[src/hw/rtl/lcdseq_pkg.sv]
`timescale 1ns / 1ps

package lcdseq_pkg;

    // request codes on the input stream
    typedef enum logic [1:0] {
        OP_INIT   = 2'd0,
        OP_CMD    = 2'd1,
        OP_CHAR   = 2'd2,
        OP_CURSOR = 2'd3
    } opcode_t;

    // configuration register indexes
    localparam int CFG_IDX_W = 2;
    localparam logic [CFG_IDX_W-1:0] CFG_MODE  = 2'd0;
    localparam logic [CFG_IDX_W-1:0] CFG_DISP  = 2'd1;
    localparam logic [CFG_IDX_W-1:0] CFG_ENTRY = 2'd2;

    // controller codes and timing
    localparam logic [7:0] FSET_8BIT   = 8'h38;
    localparam logic [7:0] FSET_4BIT   = 8'h28;
    localparam logic [7:0] CLEAR_CODE  = 8'h01;
    localparam logic [3:0] FSET_NIBBLE = 4'h2;
    localparam logic [6:0] INIT_HOLD   = 7'd2;
    localparam logic [6:0] NIB_GAP     = 7'd2;
    localparam logic [6:0] SETTLE_HOLD = 7'd101;

    // configuration seen by the sequencer
    typedef struct packed {
        logic       nibble_mode;
        logic [7:0] disp_code;
        logic [7:0] entry_code;
    } cfg_t;

    // one classified request
    typedef struct packed {
        logic       is_init;
        logic       rs;
        logic [7:0] data;
    } job_t;

    // one pin step
    typedef struct packed {
        logic       rs;
        logic       en;
        logic [7:0] data;
        logic [6:0] hold;
        logic       last;
    } step_t;

    typedef enum logic [1:0] {
        B_IDLE,
        B_PRE,
        B_NIB,
        B_BYTE
    } back_state_t;

endpackage

[src/hw/rtl/lcdseq_front.sv]
`timescale 1ns / 1ps

module lcdseq_front
    import lcdseq_pkg::*;
(
    input  logic                 clk,
    input  logic                 rst_n,
    input  logic                 cfg_valid,
    output logic                 cfg_ready,
    input  logic [CFG_IDX_W-1:0] cfg_index,
    input  logic [7:0]           cfg_data,
    input  logic [31:0]          req_data,
    output job_t                 job,
    output cfg_t                 cfg
);

    logic       mode_reg;
    logic [7:0] disp_reg;
    logic [7:0] entry_reg;

    opcode_t    op;
    logic [7:0] value;
    logic [7:0] row_base;
    logic [6:0] column;

    assign cfg_ready = 1'b1;

    // configuration registers
    always_ff @(posedge clk or negedge rst_n)
    begin
        if (!rst_n)
        begin
            mode_reg  <= 1'b0;
            disp_reg  <= 8'h0C;
            entry_reg <= 8'h06;
        end
        else if (cfg_valid)
        begin
            unique case (cfg_index)
                CFG_MODE:  mode_reg  <= cfg_data[0];
                CFG_DISP:  disp_reg  <= cfg_data;
                CFG_ENTRY: entry_reg <= cfg_data;
                default:   ;
            endcase
        end
    end

    assign cfg.nibble_mode = mode_reg;
    assign cfg.disp_code   = disp_reg;
    assign cfg.entry_code  = entry_reg;

    // field unpacking
    assign op       = opcode_t'(req_data[1:0]);
    assign value    = req_data[9:2];
    assign row_base = req_data[17:10];
    assign column   = req_data[24:18];

    // classify the request into init or a single byte
    always_comb
    begin
        job.is_init = 1'b0;
        job.rs      = 1'b0;
        job.data    = value;
        unique case (op)
            OP_INIT:   job.is_init = 1'b1;
            OP_CMD:    job.rs      = 1'b0;
            OP_CHAR:   job.rs      = 1'b1;
            OP_CURSOR: job.data    = 8'(row_base + {1'b0, column} - 8'd1);
            default:   job.is_init = 1'b0;
        endcase
    end

endmodule

[src/hw/rtl/lcdseq_queue.sv]
`timescale 1ns / 1ps

module lcdseq_queue
    import lcdseq_pkg::*;
#(
    parameter int DEPTH = 2
)
(
    input  logic clk,
    input  logic rst_n,
    input  logic push,
    input  job_t push_job,
    output logic in_ready,
    input  logic pop,
    output logic out_valid,
    output job_t out_job
);

    localparam int PTR_W = (DEPTH > 1) ? $clog2(DEPTH) : 1;
    localparam int CNT_W = $clog2(DEPTH + 1);

    job_t             slots [DEPTH];
    logic [PTR_W-1:0] wr_ptr_reg;
    logic [PTR_W-1:0] rd_ptr_reg;
    logic [CNT_W-1:0] count_reg;

    assign in_ready  = (count_reg != CNT_W'(DEPTH));
    assign out_valid = (count_reg != '0);
    assign out_job   = slots[rd_ptr_reg];

    // slot storage
    always_ff @(posedge clk)
    begin
        if (push)
        begin
            slots[wr_ptr_reg] <= push_job;
        end
    end

    // pointers and fill count
    always_ff @(posedge clk or negedge rst_n)
    begin
        if (!rst_n)
        begin
            wr_ptr_reg <= '0;
            rd_ptr_reg <= '0;
            count_reg  <= '0;
        end
        else
        begin
            if (push)
            begin
                wr_ptr_reg <= (wr_ptr_reg == PTR_W'(DEPTH - 1)) ? '0 : wr_ptr_reg + 1'b1;
            end
            if (pop)
            begin
                rd_ptr_reg <= (rd_ptr_reg == PTR_W'(DEPTH - 1)) ? '0 : rd_ptr_reg + 1'b1;
            end
            if (push && !pop)
            begin
                count_reg <= count_reg + 1'b1;
            end
            else if (pop && !push)
            begin
                count_reg <= count_reg - 1'b1;
            end
        end
    end

endmodule

[src/hw/rtl/lcdseq_back.sv]
`timescale 1ns / 1ps

module lcdseq_back
    import lcdseq_pkg::*;
(
    input  logic  clk,
    input  logic  rst_n,
    input  cfg_t  cfg,
    input  logic  q_valid,
    input  job_t  q_job,
    output logic  q_pop,
    output logic  out_valid,
    input  logic  out_ready,
    output step_t out_step
);

    back_state_t state_reg, state_next;
    logic [2:0]  step_reg, step_next;
    logic [1:0]  idx_reg, idx_next;
    job_t        job_reg, job_next;
    logic        rs_reg, rs_next;
    logic        en_reg, en_next;
    logic [7:0]  data_reg, data_next;
    logic        out_valid_reg;
    step_t       out_step_reg;

    logic        adv;
    logic [7:0]  cur_byte;
    logic        cur_rs;
    logic [1:0]  extra;
    logic        byte_done;
    logic [6:0]  hold;
    logic        last;

    assign out_valid = out_valid_reg;
    assign out_step  = out_step_reg;

    // a step is produced when the sequencer is not idle and the output register is free or being emptied
    assign adv = (state_reg != B_IDLE) && (!out_valid_reg || out_ready);

    // byte being sent and its extra delay
    always_comb
    begin
        cur_byte = job_reg.data;
        cur_rs   = job_reg.rs;
        extra    = 2'd0;
        if (job_reg.is_init)
        begin
            cur_rs = 1'b0;
            extra  = 2'd1;
            case (idx_reg)
                2'd0:    cur_byte = cfg.nibble_mode ? FSET_4BIT : FSET_8BIT;
                2'd1:    cur_byte = cfg.disp_code;
                2'd2:
                begin
                    cur_byte = CLEAR_CODE;
                    extra    = 2'd2;
                end
                default: cur_byte = cfg.entry_code;
            endcase
        end
    end

    // step sequencer
    always_comb
    begin
        state_next = state_reg;
        step_next  = step_reg;
        idx_next   = idx_reg;
        job_next   = job_reg;
        rs_next    = rs_reg;
        en_next    = en_reg;
        data_next  = data_reg;
        hold       = 7'd1;
        last       = 1'b0;
        byte_done  = 1'b0;
        q_pop      = 1'b0;

        unique case (state_reg)
            B_IDLE:
            begin
                if (q_valid)
                begin
                    q_pop      = 1'b1;
                    job_next   = q_job;
                    step_next  = '0;
                    idx_next   = '0;
                    state_next = q_job.is_init ? B_PRE : B_BYTE;
                end
            end
            B_PRE:
            begin
                hold = INIT_HOLD;
                if (adv)
                begin
                    state_next = cfg.nibble_mode ? B_NIB : B_BYTE;
                    step_next  = '0;
                end
            end
            B_NIB:
            begin
                case (step_reg)
                    3'd0:    rs_next = 1'b0;
                    3'd1:    data_next = {FSET_NIBBLE, data_reg[3:0]};
                    3'd2:    en_next = 1'b1;
                    default: en_next = 1'b0;
                endcase
                if (adv)
                begin
                    if (step_reg == 3'd3)
                    begin
                        state_next = B_BYTE;
                        step_next  = '0;
                    end
                    else
                    begin
                        step_next = step_reg + 3'd1;
                    end
                end
            end
            B_BYTE:
            begin
                if (cfg.nibble_mode)
                begin
                    case (step_reg)
                        3'd0:    rs_next = cur_rs;
                        3'd1:
                        begin
                            data_next = {cur_byte[7:4], data_reg[3:0]};
                            en_next   = 1'b1;
                        end
                        3'd2:
                        begin
                            en_next = 1'b0;
                            hold    = NIB_GAP;
                        end
                        3'd3:    data_next = {cur_byte[3:0], data_reg[3:0]};
                        3'd4:    en_next = 1'b1;
                        default:
                        begin
                            en_next   = 1'b0;
                            byte_done = 1'b1;
                        end
                    endcase
                end
                else
                begin
                    case (step_reg)
                        3'd0:    rs_next = cur_rs;
                        3'd1:    data_next = cur_byte;
                        3'd2:    en_next = 1'b1;
                        default:
                        begin
                            en_next   = 1'b0;
                            byte_done = 1'b1;
                        end
                    endcase
                end
                if (byte_done)
                begin
                    hold = SETTLE_HOLD + {5'd0, extra};
                    last = !job_reg.is_init || (idx_reg == 2'd3);
                end
                if (adv)
                begin
                    if (!byte_done)
                    begin
                        step_next = step_reg + 3'd1;
                    end
                    else if (last)
                    begin
                        state_next = B_IDLE;
                    end
                    else
                    begin
                        step_next = '0;
                        idx_next  = idx_reg + 2'd1;
                    end
                end
            end
            default: state_next = B_IDLE;
        endcase
    end

    // control and pin state
    always_ff @(posedge clk or negedge rst_n)
    begin
        if (!rst_n)
        begin
            state_reg     <= B_IDLE;
            step_reg      <= '0;
            idx_reg       <= '0;
            rs_reg        <= 1'b0;
            en_reg        <= 1'b0;
            data_reg      <= '0;
            out_valid_reg <= 1'b0;
        end
        else
        begin
            state_reg <= state_next;
            step_reg  <= step_next;
            idx_reg   <= idx_next;
            if (adv)
            begin
                rs_reg        <= rs_next;
                en_reg        <= en_next;
                data_reg      <= data_next;
                out_valid_reg <= 1'b1;
            end
            else if (out_ready)
            begin
                out_valid_reg <= 1'b0;
            end
        end
    end

    // job and output payload
    always_ff @(posedge clk)
    begin
        job_reg <= job_next;
        if (adv)
        begin
            out_step_reg.rs   <= rs_next;
            out_step_reg.en   <= en_next;
            out_step_reg.data <= data_next;
            out_step_reg.hold <= hold;
            out_step_reg.last <= last;
        end
    end

endmodule

[src/hw/rtl/char_lcd_bus_sequencer.sv]
`timescale 1ns / 1ps
// requests pass through the queue to the sequencer, and pin steps leave from a registered output
// throughput: one pin step per cycle while m_tready is high, with an idle state between requests
// a command or character is sequenced by the step counter, with a second nibble in 4-bit mode
// init sends a pre-delay step, a function-set nibble in 4-bit mode, then four command bytes
// reset: async active low, pin state registers low, config back to 8-bit mode, 0x0C and 0x06

module char_lcd_bus_sequencer
    import lcdseq_pkg::*;
#(
    parameter int QUEUE_DEPTH = 2
)
(
    input  logic                 clk,
    input  logic                 rst_n,
    input  logic                 cfg_valid,
    output logic                 cfg_ready,
    input  logic [CFG_IDX_W-1:0] cfg_index,
    input  logic [7:0]           cfg_data,
    input  logic                 s_tvalid,
    output logic                 s_tready,
    input  logic [31:0]          s_tdata,   // opcode[1:0], value[9:2], row_base[17:10], column[24:18]
    output logic                 m_tvalid,
    input  logic                 m_tready,
    output logic [23:0]          m_tdata,   // rs_level[0], en_level[1], data_lines[9:2], hold_ms[16:10]
    output logic                 m_tlast    // last_step
);

    job_t  front_job;
    cfg_t  cfg;
    logic  q_valid;
    logic  q_pop;
    job_t  q_job;
    step_t step;

    lcdseq_front u_front (
        .clk       (clk),
        .rst_n     (rst_n),
        .cfg_valid (cfg_valid),
        .cfg_ready (cfg_ready),
        .cfg_index (cfg_index),
        .cfg_data  (cfg_data),
        .req_data  (s_tdata),
        .job       (front_job),
        .cfg       (cfg)
    );

    lcdseq_queue #(
        .DEPTH (QUEUE_DEPTH)
    ) u_queue (
        .clk       (clk),
        .rst_n     (rst_n),
        .push      (s_tvalid && s_tready),
        .push_job  (front_job),
        .in_ready  (s_tready),
        .pop       (q_pop),
        .out_valid (q_valid),
        .out_job   (q_job)
    );

    lcdseq_back u_back (
        .clk       (clk),
        .rst_n     (rst_n),
        .cfg       (cfg),
        .q_valid   (q_valid),
        .q_job     (q_job),
        .q_pop     (q_pop),
        .out_valid (m_tvalid),
        .out_ready (m_tready),
        .out_step  (step)
    );

    // output packing
    assign m_tdata = {7'd0, step.hold, step.data, step.en, step.rs};
    assign m_tlast = step.last;

endmodule

[config.mk]
export PLATFORM = sky130hd
export DESIGN_NAME = char_lcd_bus_sequencer
export DESIGN_NICKNAME = d
export VERILOG_FILES = /design/src/hw/rtl/lcdseq_pkg.sv /design/src/hw/rtl/lcdseq_front.sv /design/src/hw/rtl/lcdseq_queue.sv /design/src/hw/rtl/lcdseq_back.sv /design/src/hw/rtl/char_lcd_bus_sequencer.sv
export SDC_FILE = /design/constraint.sdc
export NUM_CORES = 1
export LEC_CHECK = 0
export BUFFER_PORTS_ARGS = -buffer_cell sky130_fd_sc_hd__buf_2
export CAP_MARGIN = 15
export CELL_PAD_IN_SITES_DETAIL_PLACEMENT = 0
export CELL_PAD_IN_SITES_GLOBAL_PLACEMENT = 1
export CORE_MARGIN = 4
export CORE_UTILIZATION = 45
export DETAILED_ROUTE_END_ITERATION = 16
export GPL_TIMING_DRIVEN = 0
export PLACE_DENSITY = 0.84
export SLEW_MARGIN = 20
export SYNTH_ARGS = -nofsm -noshare
export SYNTH_HDL_FRONTEND = slang
export SYNTH_HIERARCHICAL = 1
export SYNTH_SLANG_ARGS = --single-unit
[constraint.sdc]
create_clock -name clk -period 2.5 [get_ports clk]
set_clock_uncertainty 0.15 [all_clocks]
set_input_delay 0.125 -clock clk [delete_from_list [all_inputs] [get_ports clk]]
set_output_delay 0.125 -clock clk [all_outputs]
set_load 0.01 [all_outputs]
==> reports/metrics.yaml <==
status: "complete, no violations"
dr.pass1.iters: 4
worstSkewPairLatency_ns: 0.35
post_drt_wl_per_cell_um: 13.9
ys_seq_elements: 85
setup_tns_ns: 0
yosysWarnings: 6
critical-path-max-stage-delay_ns: 0.41
max_freq_mhz: 421
drt.antenna.violating_nets: 0
syn_area_per_cell_um2: 11.5
max-vdd-ir-drop_uv: 428
power.density_cell_area_nw_per_um2: 993
grt_pass1_wl_um: 14900
largest_reg_flops: 20
die_w_um: 110
crit_slowest_cell: "dfrtp_1"
rows: 36
cts_sinks: 85
layout_common_cells: "60 x buf_2, 46 x edfxtp_1, 45 x inv_1, 35 x dfrtp_1, 30 x ha_1"
antenna_found_initial: 0
synth_area_leaders: "edfxtp_1 29%, dfrtp_1 19%, ha_1 8.0%, mux2_2 6.0%, inv_1 3.6%"
route.detailed.drc: 0
combinationalPowerShare_pct: 41.7
final.fill_count: 842
p_sw_uw: 2020
vias: 3238
internal-power_uw: 3560
die_h_um: 110
max_slew_margin_pct: 40.0
antennaDiodeCount: 0
nNetsFinal: 584
track_usage_pct: 15.7
crit_type: "reg2reg"
postLayoutCellArea_um2: 5620
drt_wl_total_um: 8950
core_um2: 9950
final_cell_count_no_fill: 644
async_reset_ff_share_pct: 45.9
clkPwrFrac_pct: 17.2
cp-end-kind: "register"
initial_core_util_pct: 47.1
vias_per_cell: 5.03
syn-instance-count: 407
htreeDepth: 3
cts_buffers: 9
clock-root-buffer: "clkbuf_8"
pwr-share-seq_pct: 41.1
synth_cell_type_count: 60
synth_top_area_cell: "edfxtp_1"
setup_violations: 0
drv_cap: 0
drive_gt1_share_pct: 27.2
rsz0062_at_grt: "no"
hold_viol: 0
place_area_um2: 5170
crit_buf_inv: 1
cts.clk_slew.worst_paths_ns: 0.09
hold_class: "in2reg"
fin_crit_sh_pct: 95.0
grt_pass1_vias: 3270
grt_max_degree: 40
ys_seq_area_share_pct: 50.4
grt_overflow: 0
worstPathArrival_ns: 2.46
synth_top_area_share_pct: 29.5
io_pins: 75
cts.path.max_buffers: 2
synthFlopType: "edfxtp_1"
die_area_um2: 12100
tightest_slew_ns: 0.899
switching_share_pct: 36.2
path_cells: "inv_1 -> ha_1 -> nor4_4 -> or2_4 -> nand2_1 -> o21ai_4 -> mux2_2"
crit_family: "simple AND/OR/NAND/NOR gates"
cts_tree: "done"
cp_max_fo: 5
final_common_cell: "buf_2"
slew_viol_final: 0
start_kind: "register"
syn_area_um2: 4690
place_inst: 604
period_minus_slack_ns: 2.37
place.gp.congestion: 0.889
syn_to_final_growth_pct: 19.9
place.port_buffers: 58
worstPathRequired_ns: 2.59
place_hpwl_um: 6770
synth_edf_count: 46
final_util_pct: 56.4
drtIter0Drc: 98
p_leak_uw: 0.00248
-- worst min-delay path: cells and delay by family --
family                 cells  cell delay [ns]
buffers and inverters      1             0.10
muxes                      1             0.21
and+or+nand+nor            1             0.05
-- stage by stage --
| step | power (uW) | setup slack [ns] | hold WS, ns |
|---|---|---|---|
| global placement | 4500 | 0.0973 | 0.157 |
| floorplan | 3960 | 0.361 | -0.321 |
| global route | 5990 | 0.000599 | 0.00448 |
| CTS | 5590 | 0.0558 | 0.00161 |
| detailed placement | 4590 | 0.0781 | 0.170 |
| finish | 5580 | 0.126 | 0.0186 |
-- cells in the mapped netlist, types with 7 or more instances --
cell and instances:
nand2_1 27, o21ai_0 24, dfrtp_1 35, nand2b_1 7
a21oi_1 11, mux2_2 25, buf_4 11, nor2_1 19
mux2_4 9, ha_1 30, nor2b_1 8, inv_1 45
edfxtp_1 46
-- layer usage --
layer	GRT usage, %	wire [um]	vias up
met5	0	0	-
met4	6.59	170	0
met3	2.39	360	13
met2	27.9	4490	81
met1	18.8	3930	1528
li1	-	-	1616
-- path summary, 6_finish.rpt --
check | startpoint | end | slack, ns | cells after the start
setup / recovery | u_back/step_reg[1] | u_back/step_reg[0] | 0.13 | 7
hold / removal | cfg_index[0] | u_front/mode_reg | 0.02 | 3
setup reg to reg | u_back/step_reg[1] | u_back/step_reg[0] | 0.13 | 7
hold reg to reg | u_queue/wr_ptr_reg | u_queue/wr_ptr_reg | 0.34 | 1
max in group asynchronous | rst_n | u_front/disp_reg[0] | 1.35 | 2
min in group asynchronous | rst_n | u_back/data_reg[3] | 0.29 | 2
-- kinds of logic after synthesis --
logic type,share of synthesized area (%)
AND/OR/NAND/NOR,9.82
AO/OA/AOI/OAI,12.9
flip-flops,50.4
buffers and inverters,6.54
multiplexers,9.74
adder cells (fa/ha/maj),8.44
XOR/XNOR,1.87
other,0.240
-- power by group through the flow --
| stage | logic [uW] | registers (uW) | clock network, uW |
|---|---|---|---|
| 3_5_place_dp | 2260 | 2330 | 0 |
| 6_report | 2330 | 2290 | 962 |
| 3_3_place_gp | 2200 | 2300 | 0 |
| 4_1_cts | 2290 | 2300 | 992 |
| 2_1_floorplan | 1630 | 2340 | 0 |
| 5_1_grt | 2580 | 2350 | 1050 |
-- cell type report --
class	instances	area, um^2	share of cell area (%)
clock inverters	7	73.8	1.31
well taps	133	166	2.96
plain buffers	20	134	2.38
repair buffers	82	528	9.40
inverters	46	176	3.14
multi-input cells	262	2050	36.6
flip-flops and latches	85	2360	42.0
clock buffers	9	124	2.20
-- timing repair --
| action | CTS | global route |
|---|---|---|
| resized for setup | 0 | 4 |
| endpoints found under the setup margin | 0 | 7 |
| buffers inserted | 0 | 1 |
| hold buffers | 23 | 0 |
| hold endpoints to repair | 74 | 0 |
Power figures use the tool's default switching activity.
